### config.mk
export PLATFORM = sky130hd
export DESIGN_NAME = ntkt_walker
export DESIGN_NICKNAME = d
export VERILOG_FILES = /design/src/rtl/ntkt_pkg.sv /design/src/rtl/ntkt_walker.sv
export SDC_FILE = /design/constraint.sdc
export NUM_CORES = 1
export LEC_CHECK = 0
export BUFFER_PORTS_ARGS = -buffer_cell sky130_fd_sc_hd__buf_2
export CORE_UTILIZATION = 45
export CTS_CLUSTER_SIZE = 14
export DETAILED_ROUTE_END_ITERATION = 16
export PLACE_DENSITY_LB_ADDON = 0.15
export SLEW_MARGIN = 20
export SYNTH_ARGS = -nofsm -noshare
export SYNTH_HDL_FRONTEND = slang
export SYNTH_SLANG_ARGS = --single-unit
### constraint.sdc
create_clock -name clock -period 3.6 [get_ports clock]
set_input_delay 0.9 -clock clock [delete_from_list [all_inputs] [get_ports clock]]
set_output_delay 0.9 -clock clock [all_outputs]
set_load 0.02 [all_outputs]
### src/rtl/ntkt_pkg.sv
// Shared types and constants for the nibble trie key table.
package ntkt_pkg;

   localparam int FANOUT = 16;
   localparam int NIB_W  = 4;

   // operation codes on req_func (code three behaves as find)
   localparam logic [1:0] FUNC_ADD    = 2'd0;
   localparam logic [1:0] FUNC_FIND   = 2'd1;
   localparam logic [1:0] FUNC_REMOVE = 2'd2;

   // result status codes
   localparam logic [1:0] STAT_OK   = 2'd0;
   localparam logic [1:0] STAT_MISS = 2'd1;
   localparam logic [1:0] STAT_FULL = 2'd2;

   typedef enum logic [1:0] {
      OUT_WALKING = 2'd0,
      OUT_PREFIX  = 2'd1,
      OUT_MISSING = 2'd2,
      OUT_FULL    = 2'd3
   } outcome_type;

   typedef enum logic [2:0] {
      ST_IDLE,
      ST_DECIDE,
      ST_PREFIX,
      ST_LOOK,
      ST_FINISH,
      ST_RESULT
   } state_type;

   // memory strobes from the walker to the node store
   typedef struct packed {
      logic child_rd;
      logic child_wr;
      logic used_rd;
      logic used_wr;
      logic used_wr_val;
   } mem_ctl_type;

   typedef struct packed {
      logic [1:0] status;
      logic [7:0] node_id;
   } res_type;

endpackage

### src/rtl/ntkt_walker.sv
// Sequencer that walks key nibbles through the child table and forms results.
module ntkt_walker #(
   parameter int NODE_COUNT = 256,
   localparam int NW = $clog2(NODE_COUNT),
   localparam int AW = NW + 4
) (
   input  logic                   clock,
   input  logic                   reset,
   input  logic                   start,
   input  logic [1:0]             func,
   input  logic [7:0]             key_byte,
   input  logic                   key_last,
   input  logic                   first_prefix,
   input  logic [NW-1:0]          child_rd_data,
   input  logic                   used_rd_data,
   input  logic                   out_free,
   output logic                   busy,
   output ntkt_pkg::mem_ctl_type  mem_ctl,
   output logic [AW-1:0]          child_rd_addr,
   output logic [AW-1:0]          child_wr_addr,
   output logic [NW-1:0]          child_wr_data,
   output logic [NW-1:0]          used_addr,
   output logic                   res_valid,
   output ntkt_pkg::res_type      res
);
   import ntkt_pkg::*;

   state_type     state_ff, state_in;
   outcome_type   outcome_ff, outcome_in;
   logic [NW-1:0] walk_node_ff, walk_node_in;
   logic [NW-1:0] hit_node_ff, hit_node_in;
   logic          ended_ff, ended_in;
   logic [NW:0]   alloc_ff, alloc_in;
   logic          nib_hi_ff, nib_hi_in;
   logic [1:0]    func_ff, func_in;
   logic [7:0]    byte_ff, byte_in;
   logic          last_ff, last_in;
   logic          prefix_ff, prefix_in;

   logic          adding, removing, step_ok;
   logic [3:0]    cur_nib;
   logic [NW-1:0] nxt_node, end_node;

   assign adding   = (func_ff == FUNC_ADD);
   assign removing = (func_ff == FUNC_REMOVE);
   assign cur_nib  = nib_hi_ff ? byte_ff[7:4] : byte_ff[3:0];
   assign end_node = (outcome_ff == OUT_PREFIX) ? hit_node_ff : walk_node_ff;

   always_comb begin
      state_in      = state_ff;
      outcome_in    = outcome_ff;
      walk_node_in  = walk_node_ff;
      hit_node_in   = hit_node_ff;
      ended_in      = ended_ff;
      alloc_in      = alloc_ff;
      nib_hi_in     = nib_hi_ff;
      func_in       = func_ff;
      byte_in       = byte_ff;
      last_in       = last_ff;
      prefix_in     = prefix_ff;
      mem_ctl       = '0;
      child_rd_addr = {walk_node_ff, byte_ff[3:0]};
      child_wr_addr = {walk_node_ff, cur_nib};
      child_wr_data = alloc_ff[NW-1:0];
      used_addr     = end_node;
      res_valid     = 1'b0;
      res           = '0;
      step_ok       = 1'b0;
      nxt_node      = child_rd_data;

      unique case (state_ff)
         ST_IDLE: begin
            if (start) begin
               func_in   = func;
               byte_in   = key_byte;
               last_in   = key_last;
               prefix_in = first_prefix;
               state_in  = ST_DECIDE;
            end
         end
         ST_DECIDE: begin
            if (!ended_ff && outcome_ff == OUT_WALKING) begin
               if (byte_ff == 8'd0) begin
                  ended_in = 1'b1;
                  state_in = ST_FINISH;
               end else if (!adding && prefix_ff) begin
                  mem_ctl.used_rd = 1'b1;
                  used_addr       = walk_node_ff;
                  state_in        = ST_PREFIX;
               end else begin
                  mem_ctl.child_rd = 1'b1;
                  nib_hi_in        = 1'b0;
                  state_in         = ST_LOOK;
               end
            end else begin
               state_in = ST_FINISH;
            end
         end
         ST_PREFIX: begin
            if (used_rd_data) begin
               outcome_in  = OUT_PREFIX;
               hit_node_in = walk_node_ff;
               state_in    = ST_FINISH;
            end else begin
               mem_ctl.child_rd = 1'b1;
               nib_hi_in        = 1'b0;
               state_in         = ST_LOOK;
            end
         end
         ST_LOOK: begin
            priority if (child_rd_data != '0) begin
               step_ok = 1'b1;
            end else if (!adding) begin
               outcome_in = OUT_MISSING;
               state_in   = ST_FINISH;
            end else if (alloc_ff >= (NW+1)'(NODE_COUNT)) begin
               outcome_in = OUT_FULL;
               state_in   = ST_FINISH;
            end else begin
               // new node takes the next free id
               mem_ctl.child_wr = 1'b1;
               alloc_in         = alloc_ff + (NW+1)'(1);
               nxt_node         = alloc_ff[NW-1:0];
               step_ok          = 1'b1;
            end
            if (step_ok) begin
               walk_node_in = nxt_node;
               if (!nib_hi_ff) begin
                  mem_ctl.child_rd = 1'b1;
                  child_rd_addr    = {nxt_node, byte_ff[7:4]};
                  nib_hi_in        = 1'b1;
               end else begin
                  state_in = ST_FINISH;
               end
            end
         end
         ST_FINISH: begin
            if (last_ff) begin
               mem_ctl.used_rd = 1'b1;
               state_in        = ST_RESULT;
            end else begin
               state_in = ST_IDLE;
            end
         end
         ST_RESULT: begin
            priority if (outcome_ff == OUT_FULL) begin
               res.status = STAT_FULL;
            end else if (outcome_ff == OUT_MISSING) begin
               res.status = STAT_MISS;
            end else if (adding) begin
               res.status  = STAT_OK;
               res.node_id = 8'(end_node);
            end else if (outcome_ff == OUT_PREFIX || used_rd_data) begin
               res.status  = STAT_OK;
               res.node_id = 8'(end_node);
            end else begin
               res.status = STAT_MISS;
            end
            if (out_free) begin
               res_valid = 1'b1;
               if (res.status == STAT_OK && adding) begin
                  mem_ctl.used_wr     = 1'b1;
                  mem_ctl.used_wr_val = 1'b1;
               end else if (res.status == STAT_OK && removing) begin
                  mem_ctl.used_wr     = 1'b1;
                  mem_ctl.used_wr_val = 1'b0;
               end
               walk_node_in = '0;
               hit_node_in  = '0;
               ended_in     = 1'b0;
               outcome_in   = OUT_WALKING;
               state_in     = ST_IDLE;
            end
         end
         default: begin
            state_in = ST_IDLE;
         end
      endcase
   end

   always_ff @(posedge clock) begin
      if (reset) begin
         state_ff     <= ST_IDLE;
         outcome_ff   <= OUT_WALKING;
         walk_node_ff <= '0;
         hit_node_ff  <= '0;
         ended_ff     <= 1'b0;
         alloc_ff     <= (NW+1)'(1);
         nib_hi_ff    <= 1'b0;
      end else begin
         state_ff     <= state_in;
         outcome_ff   <= outcome_in;
         walk_node_ff <= walk_node_in;
         hit_node_ff  <= hit_node_in;
         ended_ff     <= ended_in;
         alloc_ff     <= alloc_in;
         nib_hi_ff    <= nib_hi_in;
      end
   end

   always_ff @(posedge clock) begin
      func_ff   <= func_in;
      byte_ff   <= byte_in;
      last_ff   <= last_in;
      prefix_ff <= prefix_in;
   end

   assign busy = (state_ff != ST_IDLE);

`ifndef NO_ASSERTIONS
   a_start_idle: assert property (@(posedge clock) disable iff (reset)
      start |-> state_ff == ST_IDLE)
      else $error("item taken while walker busy");

   a_alloc_bound: assert property (@(posedge clock) disable iff (reset)
      alloc_ff <= (NW+1)'(NODE_COUNT) && alloc_ff != '0)
      else $error("node count out of range");

   a_wr_on_miss: assert property (@(posedge clock) disable iff (reset)
      mem_ctl.child_wr |-> state_ff == ST_LOOK && child_rd_data == '0 && adding)
      else $error("child written without a missing child");

   a_alloc_step: assert property (@(posedge clock) disable iff (reset)
      mem_ctl.child_wr |=> alloc_ff == $past(alloc_ff) + (NW+1)'(1))
      else $error("allocation did not advance node count");

   a_res_free: assert property (@(posedge clock) disable iff (reset)
      res_valid |-> out_free && state_ff == ST_RESULT && last_ff)
      else $error("result issued into a full output stage");
`endif

endmodule

=== Yosys cells after proc, flatten, opt, wreduce, memory -nomap -nowiden ===
Cells that the tools add are included.

* Memories: 0
* Latch bits: 0
* Input port bits: 25
* Bits in read-only memories: 0
* Logic and storage cells: 141
* Register bits after elaboration: 44
* RAM bits: 0
* Output and inout port bits: 57

* Add/sub/neg operators: 1
* Multiply operators: 0
* Bitwise gates (word level): 2
* Reduce and logical (&&, ||, !) cells: 27
* Eq/ne operators: 20
* Order comparisons: 1
* Divide/modulo/power cells: 0
* Multiplexer cells: 79
* Shift operators: 0

{| class="wikitable"
|+ Operators with widths
! kind !! number
|-
| 8-bit 2-to-1 mux || 14
|-
| 12-bit 2-to-1 mux || 3
|-
| 3-bit 2-to-1 mux || 11
|-
| 8-bit one-hot mux with 2 select lines || 2
|-
| 1-bit 2-to-1 mux || 28
|-
| 2-bit 2-to-1 mux || 12
|-
| 10-bit 2-to-1 mux || 2
|-
| 2-bit inequality test, second input constant || 9
|-
| 3-bit one-hot mux with 6 select lines || 1
|-
| 9-bit by 1-bit adder with 9-bit output, second input constant || 1
|-
| 9-bit greater-or-equal comparator, second input constant || 1
|-
| 3-bit nonzero test || 3
|-
| 8-bit logical NOT || 1
|-
| 4-bit AND reduction || 2
|-
| 8-bit nonzero test || 1
|-
| 2-bit equality test, second input constant || 3
|-
| 3-bit by 2-bit equality test with 1-bit output, second input constant || 2
|-
| 3-bit equality test, second input constant || 2
|-
| 2-bit logical NOT || 3
|-
| 1-bit one-hot mux with 3 select lines || 2
|-
| 2-bit one-hot mux with 3 select lines || 1
|-
| 3-bit AND reduction || 2
|-
| 6-bit AND reduction || 1
|-
| 2-bit nonzero test || 3
|-
| 13 further kinds || 20
|}

=== Longest topological paths before layout ===
* Word-level depth: 13
* Depth in mapped cells: 7
* Gate-level depth less buffers: 5

=== Worst setup path after synthesis ===
Ideal clock, no wire load.

* Path type: input port to output port
* Start: in child_rd_data[3]
* End: out child_rd_addr[10]
* Buffers on the path: 0
* Data required time: 2700 ps
* Stages on the path: 4
* Data arrival time: 2484 ps
* Setup slack: 216 ps
* Cell sequence: or4_4 > nor3_1 > a21oi_1 > a21oi_1

* Word-level cells in the longest chain between the ends: 5
* Elaborated cells on any way between the ends: 7
* Classes of those cells: mux (6); reduce/logical (1)

{| class="wikitable"
|+ RTL lines
! element !! RTL line !! RTL
|-
| start, declared || ntkt_walker.sv:14 || <nowiki>input logic [NW-1:0] child_rd_data,</nowiki>
|-
| 8-bit nonzero test (*) || ntkt_walker.sv:111 || <nowiki>priority if (child_rd_data != '0) begin</nowiki>
|-
| 8-bit 2-to-1 mux or 1-bit 2-to-1 mux (tied branches) || ntkt_walker.sv:111 ||
|-
| 12-bit 2-to-1 mux or 1-bit 2-to-1 mux (tied branches) || ntkt_walker.sv:128, ntkt_walker.sv:71 ||
|-
| 12-bit 2-to-1 mux (*) || ntkt_walker.sv:126 || <nowiki>if (step_ok) begin</nowiki>
|-
| 12-bit 2-to-1 mux (*) || ntkt_walker.sv:71 || <nowiki>unique case (state_ff)</nowiki>
|-
| end, declared || ntkt_walker.sv:19 || <nowiki>output logic [AW-1:0] child_rd_addr,</nowiki>
|}

Mark *: on every way between the ends. The rest lies on a longest branch, timed or not. The select of a mux whose other input is x is not followed.

=== Worst setup path after layout ===
* Start: in child_rd_data[6]
* End: out child_rd_addr[8]

The elaborated chain is that of the path after synthesis.

==> impl_metrics.ini <==
[timing]
relSlewSlack_pct = 38.70
finalCritPeriodShare_pct = 93.74
skew_ns = 0.006445
slew_viol_final = 0
finalHoldViolations = 0
period_needed_ns = 3.375
setup-violations-final = 0
setup-tns-final_ns = 0
rsz0062_at_grt = no
fmax_mhz = 296.3
worst_slew_pin_slew_ns = 0.9161

[synthesis]
ys_warn_count = 0
synthesis.area_um2 = 2331
ys_seq_area_share_pct = 42.94
synth_fp_nets = 290
async_reset_ff_share_pct = 0
synth_top_area_share_pct = 27.48
synth_seq_cells = 44
synth_top_area_cell = dfxtp_1
synth_cells = 263
synth_edf_count = 12
synth_ff_type = dfxtp_1
syn_area_per_cell_um2 = 8.863
synth_cell_types = 43
ys_top_cells_by_area = dfxtp_1 27%, edfxtp_1 15%, mux2_2 7.7%

[place]
dp_hpwl_um = 4318
port_buffers = 81
gp_congestion = 0.8110
placed_area_um2 = 2778

[clocking]
ctsHoldBuffers = 0
clock-sinks = 44
clk_latency_ns = 0.30
cts_setup_buffers = 0
cts_resized = 0
cts-buffers-inserted = 5
clk_path_buf_depth = 2
h-tree-depth = 2
cts-root-buf = clkbuf_8
cts_tree = yes
clkTransAtPathRegs_ns = 0.08

[worst_hold_path]
min_path_cells = 2
min_delay_worst_endpoint = hit_node_ff[4]
min-delay-path-class = reg2reg
min_from = hit_node_ff[4]

[setup_path]
endpoint_kind = output port
startpoint_type = input pin
r2r-start = func_ff[1]
worst-setup-path-type = in2out
crit_fanout = 15
required_ns = 2.70
reg2reg_to = alloc_ff[5]
worstPathArrival_ns = 2.47
rrSetupSlack_ns = 1.23
reg2reg_depth = 5

[power]
power.density_nw_per_um2 = 535.7
power_frac_clock_pct = 22.5
internal-power_mw = 0.9652
p_comb_share_pct = 35.4
switching_share_pct = 37.45
seq_power_share_pct = 42.1
power_switching_mw = 0.5778
leakage_nw = 1.211
peakVddDrop_mv = 0.3778

[finish]
syn2layout_area_growth_pct = 23.56
drive_gt1_share_pct = 35.10
n_antenna_cell = 0
design_area_um2 = 2880
layout.nets = 365

[route]
drt_pass1_iterations = 5
wl_per_cell_um = 14.96
ant_nets = 0
viasPerCell = 5.515
vias = 2239
drc = 0
drtIter0Drc = 113
routed_wl_um = 6073

[die]
ios = 82
dieHeight_um = 73.97
dieArea_um2 = 5472
die_x_um = 73.97
initial_utilization_pct = 48.08
coreArea_um2 = 4848
rows = 25

[global_route]
antenna_found_initial = 0
grt_start_max_net_pins = 24
grtUsageTotal_pct = 23.16
gr-total-overflow = 0
grt_pass1_wl_um = 9466
grt_pass1_vias = 2037

[run]
max_cap_violations = 0

[run_status]
status = complete, no violations
==> power by group through the flow <==
stage | sequential [mW] | clock (mW) | combinational, mW
CTS | 0.648 | 0.355 | 0.553
global placement | 0.658 | 0 | 0.544
finish | 0.649 | 0.347 | 0.547
floorplan | 0.637 | 0 | 0.392
global route | 0.661 | 0.377 | 0.595
detailed placement | 0.659 | 0 | 0.548
==> cell type report <==
type,count,area [µm²]
clock inverter,1,5.005
sequential,44,1001
inverter,10,37.54
timing repair buffer,91,480.5
tap,67,83.83
multi-input combinational,186,1175
fill,437,1968
clock buffer,7,97.59
==> cells in the final DEF, fill, tap and decap left out, types with 2 or more instances in the layout <==
master	instances
a21oi_1	35
a31oi_1	4
a32oi_1	2
buf_2	81
buf_4	10
clkbuf_8	5
dfxtp_1	32
edfxtp_1	12
ha_1	2
inv_1	10
mux2_2	16
nand2_1	20
nand3_1	11
nand4_1	2
nor2_1	22
nor2b_1	9
nor3_1	6
nor4_1	6
o21a_1	2
o21ai_0	6
o2bb2ai_1	8
o31ai_1	5
or3_1	3
or3b_2	2
or4_1	6
or4_4	2
==> routing by layer <==
| metal | vias to the layer above | wire length (µm) | share of wire (%) | GRT usage (%) |
|---|---|---|---|---|
| met5 | - | 0 | 0 | 0 |
| met4 | 0 | 92 | 1.5 | 8.547 |
| met3 | 11 | 385 | 6.3 | 7.453 |
| met2 | 76 | 2933 | 48 | 38.18 |
| met1 | 1035 | 2662 | 44 | 28.36 |
| li1 | 1117 | - | - | - |
==> cells by family after synthesis <==
family,synth area share [%]
multiplexers,7.729
buffers and inverters,6.925
AND/OR/NAND/NOR,21.74
flip-flops,42.94
AO/OA/AOI/OAI,19.59
adder cells (fa/ha/maj),1.073
==> cell usage after synthesis (2+ instances only) <==
master,count
a21oi_1,35
a31oi_1,4
a32oi_1,2
buf_4,8
clkbuf_1,14
dfxtp_1,32
edfxtp_1,12
ha_1,2
inv_1,10
mux2_2,16
nand2_1,20
nand3_1,11
nand4_1,2
nor2_1,22
nor2b_1,9
nor3_1,6
nor4_1,6
o21a_1,2
o21ai_0,6
o2bb2ai_1,8
o31ai_1,5
or3_1,3
or3b_2,2
or4_1,6
or4_4,2
==> worst max-delay path, cell delays in order <==
cell and delay [ns]:
buf_2 0.11, nor4_1 0.06, buf_4 0.14, a311oi_2 0.59, buf_4 0.32, nor2_1 0.06
a21oi_1 0.11, buf_2 0.18
==> stage by stage <==
| stage | setup slack (ns) | instances | utilization (%) | power, mW | hold WS, ns |
|---|---|---|---|---|---|
| 2_1_floorplan | 0.2156 | 263 | - | 1.029 | 0.4302 |
| 3_3_place_gp | 0.2745 | 398 | 57.29 | 1.202 | 0.4513 |
| 3_5_place_dp | 0.2315 | 398 | 57.29 | 1.207 | 0.4576 |
| 4_1_cts | 0.2270 | 406 | 59.41 | 1.556 | 0.4707 |
| 5_1_grt | 0.07840 | 406 | 59.41 | 1.633 | 0.4902 |
| 6_report | 0.2253 | 406 | 59.41 | 1.543 | 0.4674 |
==> sequential cells by signal (all words and copies together) (netlist names) <==
name / count
func_ff: 2
nib_hi_ff: 1
ended_ff: 1
state_ff: 3
walk_node_ff: 8
hit_node_ff: 8
byte_ff: 8
outcome_ff: 2
alloc_ff: 9
prefix_ff: 1
last_ff: 1
==> worst max path at each step <==
stage,start,endpoint,slack (ns)
4_1_cts,child_rd_data[6],child_rd_addr[8],0.23
6_report,child_rd_data[6],child_rd_addr[8],0.23
5_1_grt,func_ff[1],child_rd_addr[4],0.08
2_1_floorplan,child_rd_data[3],child_rd_addr[10],0.22
3_5_place_dp,child_rd_data[6],child_rd_addr[8],0.23
3_3_place_gp,child_rd_data[6],child_rd_addr[7],0.27
Power figures use the tool's default switching activity.
